### src/hdl/preemptive_priority_scheduler_macros.svh
// Assertion macros for the scheduler.
`ifndef PREEMPTIVE_PRIORITY_SCHEDULER_MACROS_SVH
`define PREEMPTIVE_PRIORITY_SCHEDULER_MACROS_SVH
`ifndef SYNTHESIS
`define PPS_ASSERT(label, clk, rst_n, prop) \
  label: assert property (@(posedge clk) disable iff (!rst_n) prop) \
    else $error("assertion failed");
`define PPS_ASSERT_NORST(label, clk, prop) \
  label: assert property (@(posedge clk) prop) else $error("assertion failed");
`else
`define PPS_ASSERT(label, clk, rst_n, prop)
`define PPS_ASSERT_NORST(label, clk, prop)
`endif
`endif

### src/hdl/pps_pkg.sv
package pps_pkg;
  localparam int unsigned QueueDepth = 16;
  localparam int unsigned IdxW = $clog2(QueueDepth);
  localparam int unsigned CntW = $clog2(QueueDepth + 1);

  localparam logic [1:0] StatusOk   = 2'd0;
  localparam logic [1:0] StatusFull = 2'd1;
  localparam logic [1:0] StatusZero = 2'd2;
  localparam logic OpArrive = 1'b0;
  localparam logic OpTick   = 1'b1;

  typedef struct packed {
    logic        op;
    logic [7:0]  proc_id;
    logic [7:0]  proc_priority;
    logic [15:0] proc_burst;
  } in_t;

  typedef struct packed {
    logic        kind;
    logic [1:0]  status;
    logic [15:0] clock_now;
    logic        cpu_busy_out;
    logic [7:0]  running_id;
    logic        preempted;
    logic [7:0]  preempted_id;
    logic        finished;
    logic [7:0]  finished_id;
    logic [15:0] turnaround;
    logic [15:0] waiting;
    logic [15:0] response;
  } out_t;

  // One process record as held in the list and on the CPU.
  typedef struct packed {
    logic [7:0]  id;
    logic [7:0]  prio;
    logic [15:0] arrival;
    logic [15:0] first;
    logic        started;
    logic [15:0] total;
    logic [15:0] remaining;
  } proc_t;

  typedef enum logic [2:0] {
    StIdle, StPop, StScan, StShift, StWrite, StTick, StDone
  } state_e;

  typedef struct packed {
    logic            rd_en;
    logic [IdxW-1:0] rd_addr;
    logic            wr_en;
    logic [IdxW-1:0] wr_addr;
  } mem_ctl_t;
endpackage

### src/hdl/preemptive_priority_scheduler.sv
// Preemptive priority scheduler. Takes arrival and tick items one at a time and returns one
// result item for each. The ready list sits in a memory with one registered read port and one
// write port, and a small sequencer walks it one entry at a time. A rejected arrival skips the
// list and goes straight to the result. An accepted arrival does a read and a compare per entry
// to find the insert point, then a read and a write per entry moved up. A tick with an empty
// list or a CPU that keeps running leaves the list as it is; a tick that dispatches takes the
// head out and shifts the rest down one a cycle; a preempting tick also reinserts the displaced
// process. The next item is accepted only once the previous result has been taken, or in the
// cycle in which it is taken.
module preemptive_priority_scheduler (
  input  logic           clk_i,
  input  logic           rst_ni,
  input  logic           in_valid_i,
  output logic           in_ready_o,
  input  pps_pkg::in_t   in_data_i,
  output logic           out_valid_o,
  input  logic           out_ready_i,
  output pps_pkg::out_t  out_data_o
);
  `include "preemptive_priority_scheduler_macros.svh"
  localparam int unsigned IdxW = pps_pkg::IdxW;
  localparam int unsigned CntW = pps_pkg::CntW;

  pps_pkg::state_e state_q, state_d;
  pps_pkg::in_t    item_q, item_d;
  pps_pkg::proc_t  run_q, run_d, ins_q, ins_d, head_q, head_d, rd_data, wr_data;
  pps_pkg::mem_ctl_t ctl;
  logic            busy_q, busy_d, pre_q, pre_d, insert_q, insert_d;
  logic [7:0]      pre_id_q, pre_id_d;
  logic [CntW-1:0] count_q, count_d, ptr_q, ptr_d, pos_q, pos_d;
  logic [15:0]     clock_q, clock_d;
  logic            out_valid_q, out_valid_d;
  pps_pkg::out_t   out_q, out_d;
  logic            rd_pend_q, rd_pend_d;

  pps_list_mem u_mem (.clk_i, .ctl_i(ctl), .wr_data_i(wr_data), .rd_data_o(rd_data));

  assign in_ready_o  = (state_q == pps_pkg::StIdle) && !(out_valid_q && !out_ready_i);
  assign out_valid_o = out_valid_q;
  assign out_data_o  = out_q;

  always_ff @(posedge clk_i or negedge rst_ni) begin
    if (!rst_ni) begin
      state_q <= pps_pkg::StIdle;
      busy_q <= 1'b0;
      count_q <= '0;
      clock_q <= '0;
      run_q <= '0;
      out_valid_q <= 1'b0;
      rd_pend_q <= 1'b0;
    end else begin
      state_q <= state_d;
      busy_q <= busy_d;
      count_q <= count_d;
      clock_q <= clock_d;
      run_q <= run_d;
      out_valid_q <= out_valid_d;
      rd_pend_q <= rd_pend_d;
    end
  end

  always_ff @(posedge clk_i) begin
    item_q <= item_d;
    ins_q <= ins_d;
    head_q <= head_d;
    pre_q <= pre_d;
    pre_id_q <= pre_id_d;
    insert_q <= insert_d;
    ptr_q <= ptr_d;
    pos_q <= pos_d;
    out_q <= out_d;
  end

  // Scan and shift steps each need a read whose data arrives in the cycle after;
  // rd_pend_q marks the cycle in which rd_data holds the entry at ptr_q (ptr_q - 1 in
  // StShift). In StPop it marks only the first cycle, as the shift down reads every cycle.
  always_comb begin
    logic [15:0] tat;
    state_d = state_q; item_d = item_q; run_d = run_q; ins_d = ins_q; head_d = head_q;
    busy_d = busy_q; pre_d = pre_q; pre_id_d = pre_id_q; insert_d = insert_q;
    count_d = count_q; ptr_d = ptr_q; pos_d = pos_q; clock_d = clock_q;
    out_valid_d = out_valid_q && !out_ready_i; out_d = out_q; rd_pend_d = 1'b0;
    ctl = '0; wr_data = ins_q; tat = '0;
    unique case (state_q)
      pps_pkg::StIdle: begin
        if (in_valid_i && in_ready_o) begin
          item_d = in_data_i; pre_d = 1'b0; pre_id_d = '0; insert_d = 1'b0;
          ins_d = '{id: in_data_i.proc_id, prio: in_data_i.proc_priority,
                    arrival: clock_q, first: 16'd0, started: 1'b0,
                    total: in_data_i.proc_burst, remaining: in_data_i.proc_burst};
          ptr_d = '0;
          if (in_data_i.op == pps_pkg::OpArrive) begin
            if (count_q >= CntW'(pps_pkg::QueueDepth) || in_data_i.proc_burst == 16'd0) begin
              state_d = pps_pkg::StDone;
            end else begin
              insert_d = 1'b1; state_d = pps_pkg::StScan;
            end
          end else if (count_q != '0) begin
            ctl.rd_en = 1'b1; ctl.rd_addr = '0; rd_pend_d = 1'b1;
            state_d = pps_pkg::StPop;
          end else begin
            state_d = pps_pkg::StTick;
          end
        end
      end
      pps_pkg::StPop: begin
        // First cycle: rd_data holds the head; decide what happens to it.
        if (rd_pend_q) begin
          head_d = rd_data;
          if (busy_q && rd_data.prio < run_q.prio) begin
            pre_d = 1'b1; pre_id_d = run_q.id; ins_d = run_q; insert_d = 1'b1;
            ptr_d = CntW'(1);
            ctl.rd_en = 1'b1; ctl.rd_addr = IdxW'(1); rd_pend_d = 1'b1;
          end else if (!busy_q) begin
            ptr_d = CntW'(1);
            ctl.rd_en = 1'b1; ctl.rd_addr = IdxW'(1); rd_pend_d = 1'b1;
          end else begin
            state_d = pps_pkg::StTick;
          end
          if (!(busy_q && rd_data.prio < run_q.prio) && busy_q) begin
            state_d = pps_pkg::StTick;
          end else if (count_q == CntW'(1)) begin
            rd_pend_d = 1'b0; ptr_d = '0; count_d = '0;
            busy_d = 1'b1; run_d = rd_data;
            state_d = (busy_q && rd_data.prio < run_q.prio) ? pps_pkg::StScan
                                                              : pps_pkg::StTick;
          end
        end else begin
          // Shift entry ptr_q down to ptr_q - 1, one per cycle.
          ctl.wr_en = 1'b1; ctl.wr_addr = IdxW'(ptr_q - CntW'(1)); wr_data = rd_data;
          if (ptr_q + CntW'(1) >= count_q) begin
            count_d = count_q - CntW'(1); ptr_d = '0;
            busy_d = 1'b1; run_d = head_q;
            state_d = pre_q ? pps_pkg::StScan : pps_pkg::StTick;
          end else begin
            ptr_d = ptr_q + CntW'(1);
            ctl.rd_en = 1'b1; ctl.rd_addr = IdxW'(ptr_q + CntW'(1));
          end
        end
        if (rd_pend_q && ptr_d != '0 && state_d == pps_pkg::StPop) begin
          rd_pend_d = 1'b0;
        end
      end
      pps_pkg::StScan: begin
        // Find the first entry strictly less urgent than ins_q.
        if (ptr_q >= count_q) begin
          pos_d = count_q; state_d = pps_pkg::StWrite;
        end else if (!rd_pend_q) begin
          ctl.rd_en = 1'b1; ctl.rd_addr = IdxW'(ptr_q); rd_pend_d = 1'b1;
        end else if (rd_data.prio > ins_q.prio) begin
          pos_d = ptr_q; ptr_d = count_q; state_d = pps_pkg::StShift;
        end else begin
          ptr_d = ptr_q + CntW'(1);
        end
      end
      pps_pkg::StShift: begin
        // Move entries pos_q .. count_q-1 up one, from the top down.
        if (ptr_q == pos_q) begin
          state_d = pps_pkg::StWrite;
        end else if (!rd_pend_q) begin
          ctl.rd_en = 1'b1; ctl.rd_addr = IdxW'(ptr_q - CntW'(1)); rd_pend_d = 1'b1;
        end else begin
          ctl.wr_en = 1'b1; ctl.wr_addr = IdxW'(ptr_q); wr_data = rd_data;
          ptr_d = ptr_q - CntW'(1);
        end
      end
      pps_pkg::StWrite: begin
        ctl.wr_en = 1'b1; ctl.wr_addr = IdxW'(pos_q); wr_data = ins_q;
        count_d = count_q + CntW'(1);
        state_d = (item_q.op == pps_pkg::OpTick) ? pps_pkg::StTick : pps_pkg::StDone;
      end
      pps_pkg::StTick: begin
        if (busy_q) begin
          if (!run_q.started) begin
            run_d.started = 1'b1; run_d.first = clock_q;
          end
          run_d.remaining = run_q.remaining - 16'd1;
        end
        clock_d = clock_q + 16'd1;
        state_d = pps_pkg::StDone;
      end
      pps_pkg::StDone: begin
        out_d = '0;
        out_d.kind = item_q.op;
        out_d.clock_now = clock_q;
        if (item_q.op == pps_pkg::OpArrive) begin
          if (!insert_q) begin
            out_d.status = (item_q.proc_burst == 16'd0 &&
                            count_q < CntW'(pps_pkg::QueueDepth)) ? pps_pkg::StatusZero
                                                                  : pps_pkg::StatusFull;
          end
        end else begin
          out_d.preempted = pre_q;
          out_d.preempted_id = pre_id_q;
          if (busy_q && run_q.remaining == 16'd0) begin
            tat = clock_q - run_q.arrival;
            out_d.finished = 1'b1;
            out_d.finished_id = run_q.id;
            out_d.turnaround = tat;
            out_d.waiting = tat - run_q.total;
            out_d.response = run_q.first - run_q.arrival;
            busy_d = 1'b0;
          end
        end
        out_d.cpu_busy_out = busy_d;
        out_d.running_id = busy_d ? run_q.id : 8'd0;
        out_valid_d = 1'b1;
        state_d = pps_pkg::StIdle;
      end
      default: state_d = pps_pkg::StIdle;
    endcase
  end

  `PPS_ASSERT(a_count_bound, clk_i, rst_ni, count_q <= CntW'(pps_pkg::QueueDepth))
  `PPS_ASSERT(a_out_hold, clk_i, rst_ni, out_valid_o && !out_ready_i |=> out_valid_o && $stable(out_data_o))
  `PPS_ASSERT(a_done_result, clk_i, rst_ni, state_q == pps_pkg::StDone |=> out_valid_o)
endmodule

### src/hdl/pps_list_mem.sv
module pps_list_mem (
  input  logic              clk_i,
  input  pps_pkg::mem_ctl_t ctl_i,
  input  pps_pkg::proc_t    wr_data_i,
  output pps_pkg::proc_t    rd_data_o
);
  pps_pkg::proc_t mem_q [pps_pkg::QueueDepth];

  always_ff @(posedge clk_i) begin
    if (ctl_i.wr_en) begin
      mem_q[ctl_i.wr_addr] <= wr_data_i;
    end
    if (ctl_i.rd_en) begin
      rd_data_o <= mem_q[ctl_i.rd_addr];
    end
  end
endmodule
### config.mk
export PLATFORM = sky130hd
export DESIGN_NAME = preemptive_priority_scheduler
export DESIGN_NICKNAME = d
export VERILOG_FILES = /design/src/hdl/pps_pkg.sv /design/src/hdl/preemptive_priority_scheduler.sv /design/src/hdl/pps_list_mem.sv
export VERILOG_INCLUDE_DIRS = /design/src /design/src/hdl
export SDC_FILE = /design/constraint.sdc
export NUM_CORES = 2
export LEC_CHECK = 0
export ABC_AREA = 1
export BUFFER_PORTS_ARGS = -buffer_cell sky130_fd_sc_hd__buf_2
export CAP_MARGIN = 0
export CORE_ASPECT_RATIO = 0.5
export CORE_MARGIN = 8
export CORE_UTILIZATION = 50
export DETAILED_ROUTE_END_ITERATION = 7
export PLACE_DENSITY = 0.62
export SLEW_MARGIN = 20
export SYNTH_ARGS = -nofsm -noshare
export SYNTH_HDL_FRONTEND = slang
export SYNTH_SLANG_ARGS = --single-unit
### constraint.sdc
create_clock -name clk_i -period 11.7 [get_ports clk_i]
set_input_delay 0.585 -clock clk_i [delete_from_list [all_inputs] [get_ports clk_i]]
set_output_delay 0.585 -clock clk_i [all_outputs]
set_load 0.005 [all_outputs]
==> flow_summary_export.csv <==
group,metric,value,unit
global_route,grt_first_pass_wirelength,341000,um
detailed_routing,drt_first_pass_iters,8,
clock_tree,max-clock-path-buffers,3,
critical_path,worst-r2r-setup-slack,5.82,ns
clock_tree,clock_pin_transition_on_the_worst_setup_and_hold_timing_paths,0.06,ns
clock_tree,clock_latency,0.80,ns
synth,average_cell_area_after_synthesis,10.7,um2
clock_tree,cts_setup_buffers,0,
timing,final_min_period_over_clock_period,50.3,%
critical_path,critical-path-slowest-cell,"sky130_fd_sc_hd__buf_4",
timing,max_slew_margin,16.8,%
placement,routabilityCongestion,0.905,
global_route,globalRoute.totalOverflow,0,
timing,max_slew_violation_count,0,
final_layout,postLayoutCoreUtil,55.4,%
clock_tree,clock-sinks,1778,
synth,syn_area,79100,um2
floorplan,fp.coreArea,157000,um2
critical_path,timing.critical_path.arrival,6.40,ns
synth,synth.net_count,7500,
final_layout,layout-drive-gt1-share,7.58,%
floorplan,die-area,172000,um2
floorplan,die_h,297,um
timing,finalWorstPathRequiredPeriod,5.88,ns
synth,yosysSeqAreaShare,66.8,%
synth,count_of_flip_flops_with_a_built_in_enable_after_synthesis,1670,
detailed_routing,drc,0,
clock_tree,postCtsResizedCells,0,
clock_tree,cts_root_buffer,"sky130_fd_sc_hd__clkbuf_16",
critical_path,critical_path.endpoint_type,"flop",
timing,worst_slew_pin_slew,1.24,ns
final_layout,finish.net_count,7534,
final_layout,layout.filler_cells,13300,
clock_tree,cts_made_buffers,162,
run,drv.max_cap_violation_count,0,
critical_path,crit_fanout,63,
pwr,power.density,295,nW/um2
floorplan,boundaryPins,133,
detailed_routing,detail_route.iter0.violations,7345,
synth,synthArstFlopShare,6.07,%
floorplan,floorplan.die.width,578,um
timing,report.final.hold_viol_count,0,
detailed_routing,route.final.wire_length,233000,um
detailed_routing,detail_route.wl_per_cell,24.1,um
pwr,leakagePower,35.2,nW
critical_path,cp_cell_sequence,"clkinv_1 -> ha_1 -> ha_1 -> nand2_1 -> nand2_1 -> nand2_1 -> nand2_1 -> nor2_2 -> nand2_1 -> nor2_1 -> nor3_2 -> buf_4 -> buf_4 -> buf_4 -> nand3_1 -> nand3_1 -> nand2_1",
clock_tree,postCtsHoldBufs,2,
outcome,failed_checks,"antenna violations",
hold_path,worst_hold_path_type,"in -> reg",
critical_path,path_class,"reg -> reg",
clock_tree,cts_htree_levels,4,
global_route,total_grt_usage,26.4,%
floorplan,floorplan.initialDensity,50.2,%
detailed_routing,via_count,55100,
timing,rsz_0062_raised_after_global_routing,"no",
global_route,pin_count_of_the_biggest_net_entering_global_routing,199,
synth,synthFlopType,"sky130_fd_sc_hd__edfxtp_1",
timing,fmaxAchievable,170,MHz
synth,yosys_warnings,0,
critical_path,worst-endpoint-required,12.22,ns
placement,dp.final_hpwl,124000,um
synth,ys_ff_latch,1778,
critical_path,timing.critical_path.mode_cell,"sky130_fd_sc_hd__nand2_1",
final_layout,syn_to_final_growth,10.3,%
synth,synth_cell_type_count,50,
detailed_routing,routed_via_density,5.70,
outcome,status,"finished, violations left",
floorplan,floorplan.rows,103,
placement,port_buffers,132,
global_route,antenna_found_initial,19,
pwr,max-vdd-ir-drop,0.000309,V
timing,finalClockSkew,0.0338,ns
timing,setup_total_negative_slack,0,ns
timing,report.final.setup_viol,0,
clock_tree,tritoncts,"done",
synth,postSynthCellCount,7383,
global_route,first_global_vias,50500,
critical_path,max_stage_delay,1.02,ns
critical_path,startpoint_type,"flop",
detailed_routing,detail-route-antenna-nets,1,
per-stage QoR:
stage	setup WS (ns)	power [mW]	hold slack [ns]	cells	cell area, um2
after floorplan	1.81	16.9	0.289	7383	79100
final	5.82	25.8	0.0795	9663	87200
after global routing	5.50	27.2	0.0245	9651	87200
after CTS	5.94	25.7	0.0186	9651	87200
after global placement	6.07	20.4	0.430	9350	82100
after detailed placement	5.97	20.5	0.435	9351	82100
sequential cells by signal, indices dropped and copies added, names as in the netlist, 3 cells and up:
| register | cells |
|---|---|
| ins_q | 81 |
| count_q | 5 |
| clock_q | 16 |
| pre_id_q | 8 |
| state_q | 3 |
| pos_q | 5 |
| head_q | 81 |
| ptr_q | 5 |
| out_data_o | 94 |
| u_mem.rd_data_o | 81 |
| u_mem.mem_q | 1296 |
| run_q | 81 |
| item_q | 17 |
cells in the mapped netlist (49+ instances only):
| master | instances | area share [%] |
|---|---|---|
| sky130_fd_sc_hd__a21oi_1 | 92 | 0.58 |
| sky130_fd_sc_hd__buf_1 | 49 | 0.23 |
| sky130_fd_sc_hd__buf_2 | 206 | 1.3 |
| sky130_fd_sc_hd__clkbuf_1 | 156 | 0.74 |
| sky130_fd_sc_hd__dfrtp_1 | 108 | 3.4 |
| sky130_fd_sc_hd__edfxtp_1 | 1670 | 63 |
| sky130_fd_sc_hd__ha_1 | 77 | 1.2 |
| sky130_fd_sc_hd__inv_1 | 1191 | 5.7 |
| sky130_fd_sc_hd__nand2_1 | 1342 | 6.4 |
| sky130_fd_sc_hd__nand3_1 | 1509 | 9.5 |
| sky130_fd_sc_hd__nand3b_1 | 243 | 2.3 |
| sky130_fd_sc_hd__nor2_1 | 158 | 0.75 |
| sky130_fd_sc_hd__o211ai_1 | 70 | 0.66 |
| sky130_fd_sc_hd__o21ai_0 | 309 | 2.0 |
report_power, final:
group	internal, mW	switching [mW]	total (mW)
clock network	2.81	2.39	5.19
registers	9.67	0.546	10.2
logic	2.81	7.55	10.4
placed cells by master (no fill, tap or decap), types with 131 or more instances in the layout:
cell                           n
sky130_fd_sc_hd__buf_4       149
sky130_fd_sc_hd__o21ai_0     307
sky130_fd_sc_hd__buf_2       131
sky130_fd_sc_hd__nand2_1    1341
sky130_fd_sc_hd__inv_1      1190
sky130_fd_sc_hd__nand3b_1    243
sky130_fd_sc_hd__nor2_1      141
sky130_fd_sc_hd__edfxtp_1   1670
sky130_fd_sc_hd__nand3_1    1509
sky130_fd_sc_hd__clkbuf_16   163
worst paths after layout:
check | cells after the start | to | start
min in group asynchronous | 2 | run_q[16] | rst_ni
worst min register to register | 0 | head_q[23] | u_mem.rd_data_o[23]
max in group asynchronous | 3 | run_q[24] | rst_ni
worst min-delay path | 1 | item_q[2] | in_data_i[2]
worst max register to register | 17 | u_mem.rd_data_o[72] | ptr_q[0]
worst max-delay path | 17 | u_mem.rd_data_o[72] | ptr_q[0]
routing by layer:
metal	share of wire [%]	global-route usage, %	vias up	wire [um]
li1	-	-	25100	-
met4	2.2	6.20	4	5080
met3	12	6.89	343	28200
met1	44	40.5	26900	103000
met2	42	37.4	2766	96600
met5	0.011	0	-	25
logic make-up (layout without fill, tap and decap cells):
logic type               after synthesis  count (layout)  share of synthesized area (%)
flip-flops                          1778            1778                           66.8
adder cells (fa/ha/maj)               80              80                           1.29
AO/OA/AOI/OAI                        539             539                           3.80
other                                  0              12                              0
AND/OR/NAND/NOR                     3311            3311                           19.4
XOR/XNOR                              44              44                          0.487
buffers and inverters               1628            1796                           8.12
multiplexers                           3               3                         0.0427
final cells by class:
class	instances	area (um2)	share of cell area, %
inverters	1204	4570	5.24
repair buffers	294	2030	2.32
clock inverters	86	711	0.815
flip-flops and latches	1778	52900	60.6
diodes	12	30.0	0.0344
well taps	2100	2630	3.01
multi-input cells	3977	20100	23.0
clock buffers	212	4340	4.98
critical path, delay by kind of cell, from the launching register on:
kind | cells | cell delay, ns
flip-flops | 1 | 0.53
AND/OR/NAND/NOR | 11 | 1.23
adder cells (fa/ha/maj) | 2 | 0.79
buffers and inverters | 4 | 2.94
Note: power is estimated with default switching activity, not from simulation.
